File: src/rtl/tpg_pkg.sv
// Shared types and constants for the touch/pinch gesture tracker.
// Depends on nothing; used by every module in rtl/ except tpg_queue.
package tpg_pkg;

  localparam logic [1:0] DOWN_CODE = 2'd2;

  typedef enum logic [2:0] {
    EV_TOUCH_DOWN = 3'd0,
    EV_TOUCH_DRAG = 3'd1,
    EV_TOUCH_UP   = 3'd2,
    EV_PINCH_DOWN = 3'd3,
    EV_PINCH_DRAG = 3'd4,
    EV_PINCH_UP   = 3'd5
  } tpg_kind_t;

  // control part of one queued sample: one or two events
  typedef struct packed {
    tpg_kind_t kind_a;
    tpg_kind_t kind_b;
    logic      two_ev;
  } tpg_ctl_t;

endpackage

File: src/rtl/touch_pinch_gesture_tracker_top.sv
// Top level of the touch/pinch gesture tracker.
// Depends on tpg_pkg, tpg_front, tpg_queue and tpg_back.
//
// Input channel (in_*): one controller sample per word, two event codes and
// two raw points. A code of 2 marks a contact as down. in_stall rises only
// while the two-entry queue between front and back end is full.
// Result channel (out_*): one gesture event per word (touch down/drag/up,
// pinch down/drag/up) with the stored points after the update; the first
// word of a two-word sample keeps the old first point. out_last marks the
// final event of a sample. A sample gives zero, one or two words.
// A sample with events is queued; its first event then goes into the
// back end's single output register when the result side is free.
// Throughput: one sample per cycle for samples with at most one event
// while out_stall is low; a release of pinch and touch gives two words.
// Reset (synchronous, rst_n low) clears the flags, stored points and queue.
// While out_stall is high the current word holds; the queue absorbs up to
// two more samples before in_stall is raised.
module touch_pinch_gesture_tracker_top #(
  parameter int COORD_BITS = 12
) (
  input  logic                  clk,
  input  logic                  rst_n,
  input  logic                  in_valid,
  output logic                  in_stall,
  input  logic [1:0]            in_touch1_event,
  input  logic [1:0]            in_touch2_event,
  input  logic [COORD_BITS-1:0] in_touch1_x,
  input  logic [COORD_BITS-1:0] in_touch1_y,
  input  logic [COORD_BITS-1:0] in_touch2_x,
  input  logic [COORD_BITS-1:0] in_touch2_y,
  output logic                  out_valid,
  input  logic                  out_stall,
  output logic [2:0]            out_event_kind,
  output logic [COORD_BITS-1:0] out_first_x,
  output logic [COORD_BITS-1:0] out_first_y,
  output logic [COORD_BITS-1:0] out_second_x,
  output logic [COORD_BITS-1:0] out_second_y,
  output logic                  out_last
);

  localparam int CTL_W = $bits(tpg_pkg::tpg_ctl_t);
  localparam int QW    = CTL_W + 6 * COORD_BITS;

  logic                  accept, push, pop, q_empty, q_full;
  tpg_pkg::tpg_ctl_t     push_ctl, head_ctl;
  logic [COORD_BITS-1:0] p_ax, p_ay, p_fx, p_fy, p_sx, p_sy;
  logic [COORD_BITS-1:0] h_ax, h_ay, h_fx, h_fy, h_sx, h_sy;
  logic [QW-1:0]         push_word, head_word;

  assign in_stall = q_full;
  assign accept   = in_valid && !in_stall;

  tpg_front #(.COORD_BITS(COORD_BITS)) u_front (
    .clk          (clk),
    .rst_n        (rst_n),
    .accept       (accept),
    .touch1_event (in_touch1_event),
    .touch2_event (in_touch2_event),
    .touch1_x     (in_touch1_x),
    .touch1_y     (in_touch1_y),
    .touch2_x     (in_touch2_x),
    .touch2_y     (in_touch2_y),
    .push         (push),
    .push_ctl     (push_ctl),
    .a_first_x    (p_ax),
    .a_first_y    (p_ay),
    .first_x      (p_fx),
    .first_y      (p_fy),
    .second_x     (p_sx),
    .second_y     (p_sy)
  );

  assign push_word = {push_ctl, p_ax, p_ay, p_fx, p_fy, p_sx, p_sy};

  tpg_queue #(.W(QW)) u_queue (
    .clk       (clk),
    .rst_n     (rst_n),
    .push      (push),
    .push_data (push_word),
    .pop       (pop),
    .head      (head_word),
    .empty     (q_empty),
    .full      (q_full)
  );

  assign {head_ctl, h_ax, h_ay, h_fx, h_fy, h_sx, h_sy} = head_word;

  tpg_back #(.COORD_BITS(COORD_BITS)) u_back (
    .clk            (clk),
    .rst_n          (rst_n),
    .q_empty        (q_empty),
    .q_ctl          (head_ctl),
    .q_a_first_x    (h_ax),
    .q_a_first_y    (h_ay),
    .q_first_x      (h_fx),
    .q_first_y      (h_fy),
    .q_second_x     (h_sx),
    .q_second_y     (h_sy),
    .q_pop          (pop),
    .out_stall      (out_stall),
    .out_valid      (out_valid),
    .out_event_kind (out_event_kind),
    .out_first_x    (out_first_x),
    .out_first_y    (out_first_y),
    .out_second_x   (out_second_x),
    .out_second_y   (out_second_y),
    .out_last       (out_last)
  );

endmodule

File: src/rtl/tpg_front.sv
// Front end: accepts samples, keeps the gesture flags and stored points,
// and classifies each sample into zero, one or two events. Uses tpg_pkg.
module tpg_front #(
  parameter int COORD_BITS = 12
) (
  input  logic                  clk,
  input  logic                  rst_n,
  input  logic                  accept,
  input  logic [1:0]            touch1_event,
  input  logic [1:0]            touch2_event,
  input  logic [COORD_BITS-1:0] touch1_x,
  input  logic [COORD_BITS-1:0] touch1_y,
  input  logic [COORD_BITS-1:0] touch2_x,
  input  logic [COORD_BITS-1:0] touch2_y,
  output logic                  push,
  output tpg_pkg::tpg_ctl_t     push_ctl,
  output logic [COORD_BITS-1:0] a_first_x,
  output logic [COORD_BITS-1:0] a_first_y,
  output logic [COORD_BITS-1:0] first_x,
  output logic [COORD_BITS-1:0] first_y,
  output logic [COORD_BITS-1:0] second_x,
  output logic [COORD_BITS-1:0] second_y
);

  logic                  touched_r, touched_nxt;
  logic                  pinched_r, pinched_nxt;
  logic [COORD_BITS-1:0] fx_r, fx_nxt, fy_r, fy_nxt;
  logic [COORD_BITS-1:0] sx_r, sx_nxt, sy_r, sy_nxt;
  logic                  down1, down2, ev;
  logic                  first_diff, second_diff;
  tpg_pkg::tpg_ctl_t     ctl;

  assign down1       = (touch1_event == tpg_pkg::DOWN_CODE);
  assign down2       = (touch2_event == tpg_pkg::DOWN_CODE);
  assign first_diff  = (touch1_x != fx_r) || (touch1_y != fy_r);
  assign second_diff = (touch2_x != sx_r) || (touch2_y != sy_r);

  always_comb begin
    touched_nxt = touched_r;
    pinched_nxt = pinched_r;
    fx_nxt      = fx_r;
    fy_nxt      = fy_r;
    sx_nxt      = sx_r;
    sy_nxt      = sy_r;
    ev          = 1'b0;
    ctl.kind_a  = tpg_pkg::EV_TOUCH_DOWN;
    ctl.kind_b  = tpg_pkg::EV_TOUCH_UP;
    ctl.two_ev  = 1'b0;
    if (down1 && down2) begin
      if (!pinched_r || first_diff || second_diff) begin
        ev          = 1'b1;
        pinched_nxt = 1'b1;
        fx_nxt      = touch1_x;
        fy_nxt      = touch1_y;
        sx_nxt      = touch2_x;
        sy_nxt      = touch2_y;
        ctl.kind_a  = pinched_r ? tpg_pkg::EV_PINCH_DRAG : tpg_pkg::EV_PINCH_DOWN;
      end
    end else if (down1) begin
      if (pinched_r) begin
        ev          = 1'b1;
        pinched_nxt = 1'b0;
        sx_nxt      = touch2_x;
        sy_nxt      = touch2_y;
        ctl.kind_a  = tpg_pkg::EV_PINCH_UP;
      end else if (!touched_r || first_diff) begin
        ev          = 1'b1;
        touched_nxt = 1'b1;
        fx_nxt      = touch1_x;
        fy_nxt      = touch1_y;
        ctl.kind_a  = touched_r ? tpg_pkg::EV_TOUCH_DRAG : tpg_pkg::EV_TOUCH_DOWN;
      end
    end else begin
      // release: pinch up goes first when both flags are set
      if (pinched_r) begin
        ev          = 1'b1;
        pinched_nxt = 1'b0;
        sx_nxt      = touch2_x;
        sy_nxt      = touch2_y;
        ctl.kind_a  = tpg_pkg::EV_PINCH_UP;
      end
      if (touched_r) begin
        ev          = 1'b1;
        touched_nxt = 1'b0;
        fx_nxt      = touch1_x;
        fy_nxt      = touch1_y;
        if (pinched_r) begin
          ctl.two_ev = 1'b1;
          ctl.kind_b = tpg_pkg::EV_TOUCH_UP;
        end else begin
          ctl.kind_a = tpg_pkg::EV_TOUCH_UP;
        end
      end
    end
  end

  always_ff @(posedge clk) begin
    if (!rst_n) begin
      touched_r <= 1'b0;
      pinched_r <= 1'b0;
      fx_r      <= '0;
      fy_r      <= '0;
      sx_r      <= '0;
      sy_r      <= '0;
    end else if (accept) begin
      touched_r <= touched_nxt;
      pinched_r <= pinched_nxt;
      fx_r      <= fx_nxt;
      fy_r      <= fy_nxt;
      sx_r      <= sx_nxt;
      sy_r      <= sy_nxt;
    end
  end

  assign push      = accept && ev;
  assign push_ctl  = ctl;
  // first event of a pair still shows the old first point
  assign a_first_x = ctl.two_ev ? fx_r : fx_nxt;
  assign a_first_y = ctl.two_ev ? fy_r : fy_nxt;
  assign first_x   = fx_nxt;
  assign first_y   = fy_nxt;
  assign second_x  = sx_nxt;
  assign second_y  = sy_nxt;

endmodule

File: src/rtl/tpg_queue.sv
// Two-entry queue between the front and back ends.
// Depends on nothing; word width set by the instantiating module.
module tpg_queue #(
  parameter int W = 8
) (
  input  logic         clk,
  input  logic         rst_n,
  input  logic         push,
  input  logic [W-1:0] push_data,
  input  logic         pop,
  output logic [W-1:0] head,
  output logic         empty,
  output logic         full
);

  logic [W-1:0] entry_r [2];
  logic         wr_ptr_r, rd_ptr_r;
  logic [1:0]   count_r;

  always_ff @(posedge clk) begin
    if (push) begin
      entry_r[wr_ptr_r] <= push_data;
    end
  end

  always_ff @(posedge clk) begin
    if (!rst_n) begin
      wr_ptr_r <= 1'b0;
      rd_ptr_r <= 1'b0;
      count_r  <= 2'd0;
    end else begin
      if (push) wr_ptr_r <= ~wr_ptr_r;
      if (pop)  rd_ptr_r <= ~rd_ptr_r;
      if (push && !pop)      count_r <= count_r + 2'd1;
      else if (pop && !push) count_r <= count_r - 2'd1;
    end
  end

  assign head  = entry_r[rd_ptr_r];
  assign empty = (count_r == 2'd0);
  assign full  = (count_r == 2'd2);

endmodule

File: src/rtl/tpg_back.sv
// Back end: drains queued samples into the output register, one event per
// cycle unless stalled; a two-event sample gives two words. Uses tpg_pkg.
module tpg_back #(
  parameter int COORD_BITS = 12
) (
  input  logic                  clk,
  input  logic                  rst_n,
  input  logic                  q_empty,
  input  tpg_pkg::tpg_ctl_t     q_ctl,
  input  logic [COORD_BITS-1:0] q_a_first_x,
  input  logic [COORD_BITS-1:0] q_a_first_y,
  input  logic [COORD_BITS-1:0] q_first_x,
  input  logic [COORD_BITS-1:0] q_first_y,
  input  logic [COORD_BITS-1:0] q_second_x,
  input  logic [COORD_BITS-1:0] q_second_y,
  output logic                  q_pop,
  input  logic                  out_stall,
  output logic                  out_valid,
  output logic [2:0]            out_event_kind,
  output logic [COORD_BITS-1:0] out_first_x,
  output logic [COORD_BITS-1:0] out_first_y,
  output logic [COORD_BITS-1:0] out_second_x,
  output logic [COORD_BITS-1:0] out_second_y,
  output logic                  out_last
);

  logic                  valid_r;
  logic                  phase_r;   // second event of head pending
  logic                  load, second;
  tpg_pkg::tpg_kind_t    kind_r;
  logic [COORD_BITS-1:0] fx_r, fy_r, sx_r, sy_r;
  logic                  last_r;

  assign load   = !q_empty && (!valid_r || !out_stall);
  assign second = phase_r;
  assign q_pop  = load && (second || !q_ctl.two_ev);

  always_ff @(posedge clk) begin
    if (!rst_n) begin
      valid_r <= 1'b0;
      phase_r <= 1'b0;
    end else begin
      if (load) begin
        valid_r <= 1'b1;
        phase_r <= q_ctl.two_ev && !second;
      end else if (!out_stall) begin
        valid_r <= 1'b0;
      end
    end
  end

  always_ff @(posedge clk) begin
    if (load) begin
      kind_r <= second ? q_ctl.kind_b : q_ctl.kind_a;
      fx_r   <= second ? q_first_x : q_a_first_x;
      fy_r   <= second ? q_first_y : q_a_first_y;
      sx_r   <= q_second_x;
      sy_r   <= q_second_y;
      last_r <= second || !q_ctl.two_ev;
    end
  end

  assign out_valid      = valid_r;
  assign out_event_kind = kind_r;
  assign out_first_x    = fx_r;
  assign out_first_y    = fy_r;
  assign out_second_x   = sx_r;
  assign out_second_y   = sy_r;
  assign out_last       = last_r;

endmodule

File: config.mk
export PLATFORM = sky130hd
export DESIGN_NAME = touch_pinch_gesture_tracker_top
export DESIGN_NICKNAME = d
export VERILOG_FILES = /design/src/rtl/tpg_pkg.sv /design/src/rtl/touch_pinch_gesture_tracker_top.sv /design/src/rtl/tpg_front.sv /design/src/rtl/tpg_queue.sv /design/src/rtl/tpg_back.sv
export SDC_FILE = /design/constraint.sdc
export NUM_CORES = 1
export LEC_CHECK = 0
export BUFFER_PORTS_ARGS = -buffer_cell sky130_fd_sc_hd__buf_2
export CAP_MARGIN = 0
export CORE_MARGIN = 2
export CORE_UTILIZATION = 50
export CTS_CLUSTER_SIZE = 12
export DETAILED_ROUTE_END_ITERATION = 16
export GPL_TIMING_DRIVEN = 0
export HOLD_SLACK_MARGIN = 0.02
export PLACE_DENSITY = 0.7
export SYNTH_ARGS = -nofsm -noshare
export SYNTH_HDL_FRONTEND = slang
export SYNTH_SLANG_ARGS = --single-unit
File: constraint.sdc
create_clock -name clk -period 9.7 [get_ports clk]
set_input_delay 1.94 -clock clk [delete_from_list [all_inputs] [get_ports clk]]
set_output_delay 1.94 -clock clk [all_outputs]
set_load 0.1 [all_outputs]
==> results.sh <==
export IMPL_antenna_found_initial=1
export IMPL_grt_pass1_vias=6474
export IMPL_status="finished clean"
export IMPL_crit_chain="buf_2 > nor2b_1 > clkbuf_1 > and2_1 > nor2_1 > a221oi_1 > nor2b_4 > buf_16 > buf_16"
export IMPL_clkLatencyLatePin_ps=530
export IMPL_cts_sinks=261
export IMPL_n_antenna_cell=0
export IMPL_fin_nets=879
export IMPL_hpwlAfterDp_um=15790
export IMPL_crit_top_cell="buf_16"
export IMPL_slew_headroom_pct=34.36
export IMPL_wl_per_cell_um=20.49
export IMPL_overflow=0
export IMPL_start_kind="input pin"
export IMPL_p_total_uw=4334
export IMPL_core_area_um2=21620
export IMPL_finalSetupViolCount=0
export IMPL_critical_path_top_delay_family="simple AND/OR/NAND/NOR gates"
export IMPL_hold_buffers=0
export IMPL_fin_skew_ps=11.92
export IMPL_min_path_type="reg -> reg"
export IMPL_postSynthAreaPerCell_um2=16.10
export IMPL_critPathMaxStageDelay_ps=660
export IMPL_syn_cell_area_um2=10910
export IMPL_maxCapViolCount=0
export IMPL_post_route_period_util_pct=44.22
export IMPL_post_cts_resized=0
export IMPL_cts_tree="built"
export IMPL_worstHoldStart="u_front.sx_r[3]"
export IMPL_synth_cells=678
export IMPL_final_common_cell="edfxtp_1"
export IMPL_worstMarginPinSlew_ps=984.6
export IMPL_dieWidth_um=151.7
export IMPL_die_area_um2=23020
export IMPL_drtIter0Drc=438
export IMPL_r2r_start="u_queue.count_r[1]"
export IMPL_path_max_fanout=20
export IMPL_synthArstFlopShare_pct=0
export IMPL_cts_buffer_depth=3
export IMPL_cp_startpoint="in_touch1_event[1]"
export IMPL_postCtsSetupBuffers=0
export IMPL_slew_viol_final=0
export IMPL_syn_nets=735
export IMPL_first_pass_iters=5
export IMPL_grt_max_degree=41
export IMPL_drc=0
export IMPL_synth_main_ff_cell="edfxtp_1"
export IMPL_routed_wl_um=22990
export IMPL_crit_arrival_ps=4520
export IMPL_layout_common_cells="edfxtp_1 (204), buf_2 (118), mux2_2 (91)"
export IMPL_synth_edf_count=204
export IMPL_path_clk_slew_ps=60
export IMPL_drive_gt1_share_pct=33.73
export IMPL_critPathRequiredTime_ps=9930
export IMPL_final_hold_violation_count=0
export IMPL_root_buffer="clkbuf_16"
export IMPL_initial_core_util_pct=50.47
export IMPL_globalplace_congestion=0.7937
export IMPL_rsz0062_at_grt="no"
export IMPL_antenna_left=0
export IMPL_grt_use_total_pct=20.23
export IMPL_grt_pass1_wl_um=35220
export IMPL_yosysUniqueCellTypes=42
export IMPL_setup_tns_ps=0
export IMPL_min_period_ps=4290
export IMPL_path_buf_inv=4
export IMPL_rows=54
export IMPL_dr_total_vias=6260
export IMPL_io_buffers=109
export IMPL_synth_yosys_seq_area_share_pct=66.59
export IMPL_crit_path_end_kind="register"
export IMPL_h_tree_depth=1
export IMPL_path_class="in -> reg"
export IMPL_vias_per_cell=5.579
export IMPL_powerDensity_nw_per_um2=338.2
export IMPL_ioPinCount=110
export IMPL_yosys_warnings=0
export IMPL_critPathSlowestCell="a221oi_1"
export IMPL_cts_made_buffers=27
export IMPL_fmax_ghz=0.2331
export IMPL_fp_dieH_um=151.7
export IMPL_synth_seq_cells=261
export IMPL_synthToLayoutAreaGrowth_pct=17.40
export IMPL_ir_drop_v=0.0002863
export IMPL_p_leak_uw=0.004547
-- area by class of cell --
class	instances	area [um^2]
plain buffers	40	198.9
clock buffers	46	767.0
clock inverters	3	65.06
fillers	1673	8808
inverters	2	7.507
multi-input cells	375	3461
flip-flops and latches	261	7267
well taps	280	350.3
repair buffers	115	695.7
-- cells in the mapped netlist, types with 2 or more instances --
cell        n  share of area [%]
edfxtp_1  204                 56
mux2_2     91                9.4
nand2_1    58                2.0
dfxtp_1    57                 10
xnor2_1    48                3.9
mux2i_1    29                2.7
mux4_2     24                5.0
o21bai_1   24                1.7
o311a_1    24                2.2
clkbuf_1   21               0.72
nor2_1     14               0.48
nand4_1    12               0.69
buf_2       9               0.41
a21oi_1     8               0.37
nor2b_1     6               0.34
mux2_1      5               0.52
buf_1       4               0.14
buf_6       4               0.41
and2_1      3               0.17
nand2b_1    3               0.17
xor2_1      3               0.24
and3_1      2               0.11
buf_4       2               0.14
inv_1       2              0.069
nand3_1     2              0.092
o21a_1      2               0.14
o21ai_0     2              0.092
-- final timing paths --
path                                  to  slack [ps]  cells after the start
hold / removal           u_front.sx_r[3]         490                      2
setup reg to reg  u_queue.entry_r[0][54]        6590                      7
hold reg to reg          u_front.sx_r[3]         490                      2
setup / recovery  u_queue.entry_r[0][54]        5410                      9
-- stage by stage --
stage	area [um^2]	util, %	std cells	hold slack (ps)	worst slack [ps]
floorplan	10910	-	678	451.4	2721
global placement	11810	54.62	1067	458.5	366.5
detailed placement	11980	55.41	1073	474.5	4846
CTS	12810	59.26	1122	486.9	5397
global route	12810	59.26	1122	511.1	5201
finish	12810	59.26	1122	485.2	5410
-- worst min-delay path, stage by stage, from the launching register on --
cell     delay [ps]
dfxtp_1         330
nand2_1          60
mux2i_1          50
-- logic make-up (layout without fill, tap and decap cells) --
kind of cell,after synthesis,after routing,synth area share (%)
adders and majority gates,1,1,0.1146
buffers and inverters,42,206,1.892
xor gates and xnor gates,51,51,4.093
AOI/OAI and AO/OA,68,68,5.182
DFF,261,261,66.59
and+or+nand+nor,106,106,4.609
muxes,149,149,17.52
-- state kept, by name, indices dropped and copies added, names as in the netlist, 2 cells and up, named ones only --
name                   cells
u_front.sx_r              12
u_back.out_second_y       12
u_back.out_first_x        12
u_front.fx_r              12
u_queue.entry_r          152
u_front.fy_r              12
u_back.out_first_y        12
u_queue.count_r            2
u_front.sy_r              12
u_back.out_event_kind      3
u_back.out_second_x       12
-- power breakdown --
part	internal [uW]	switching, uW
registers	1540	81.1
clock network	585	397
logic	440	1290
-- routing by layer --
layer / up-vias / track usage [%] / part of all wire (%) / routed length [um]
li1: 2895 / - / - / -
met1: 3137 / 27.23 / 43 / 9920
met2: 185 / 34.64 / 49 / 11270
met3: 41 / 3.114 / 5.7 / 1300
met4: 2 / 5.093 / 2.1 / 484
met5: - / 0 / 0.030 / 7
(Power assumes the default switching activity.)
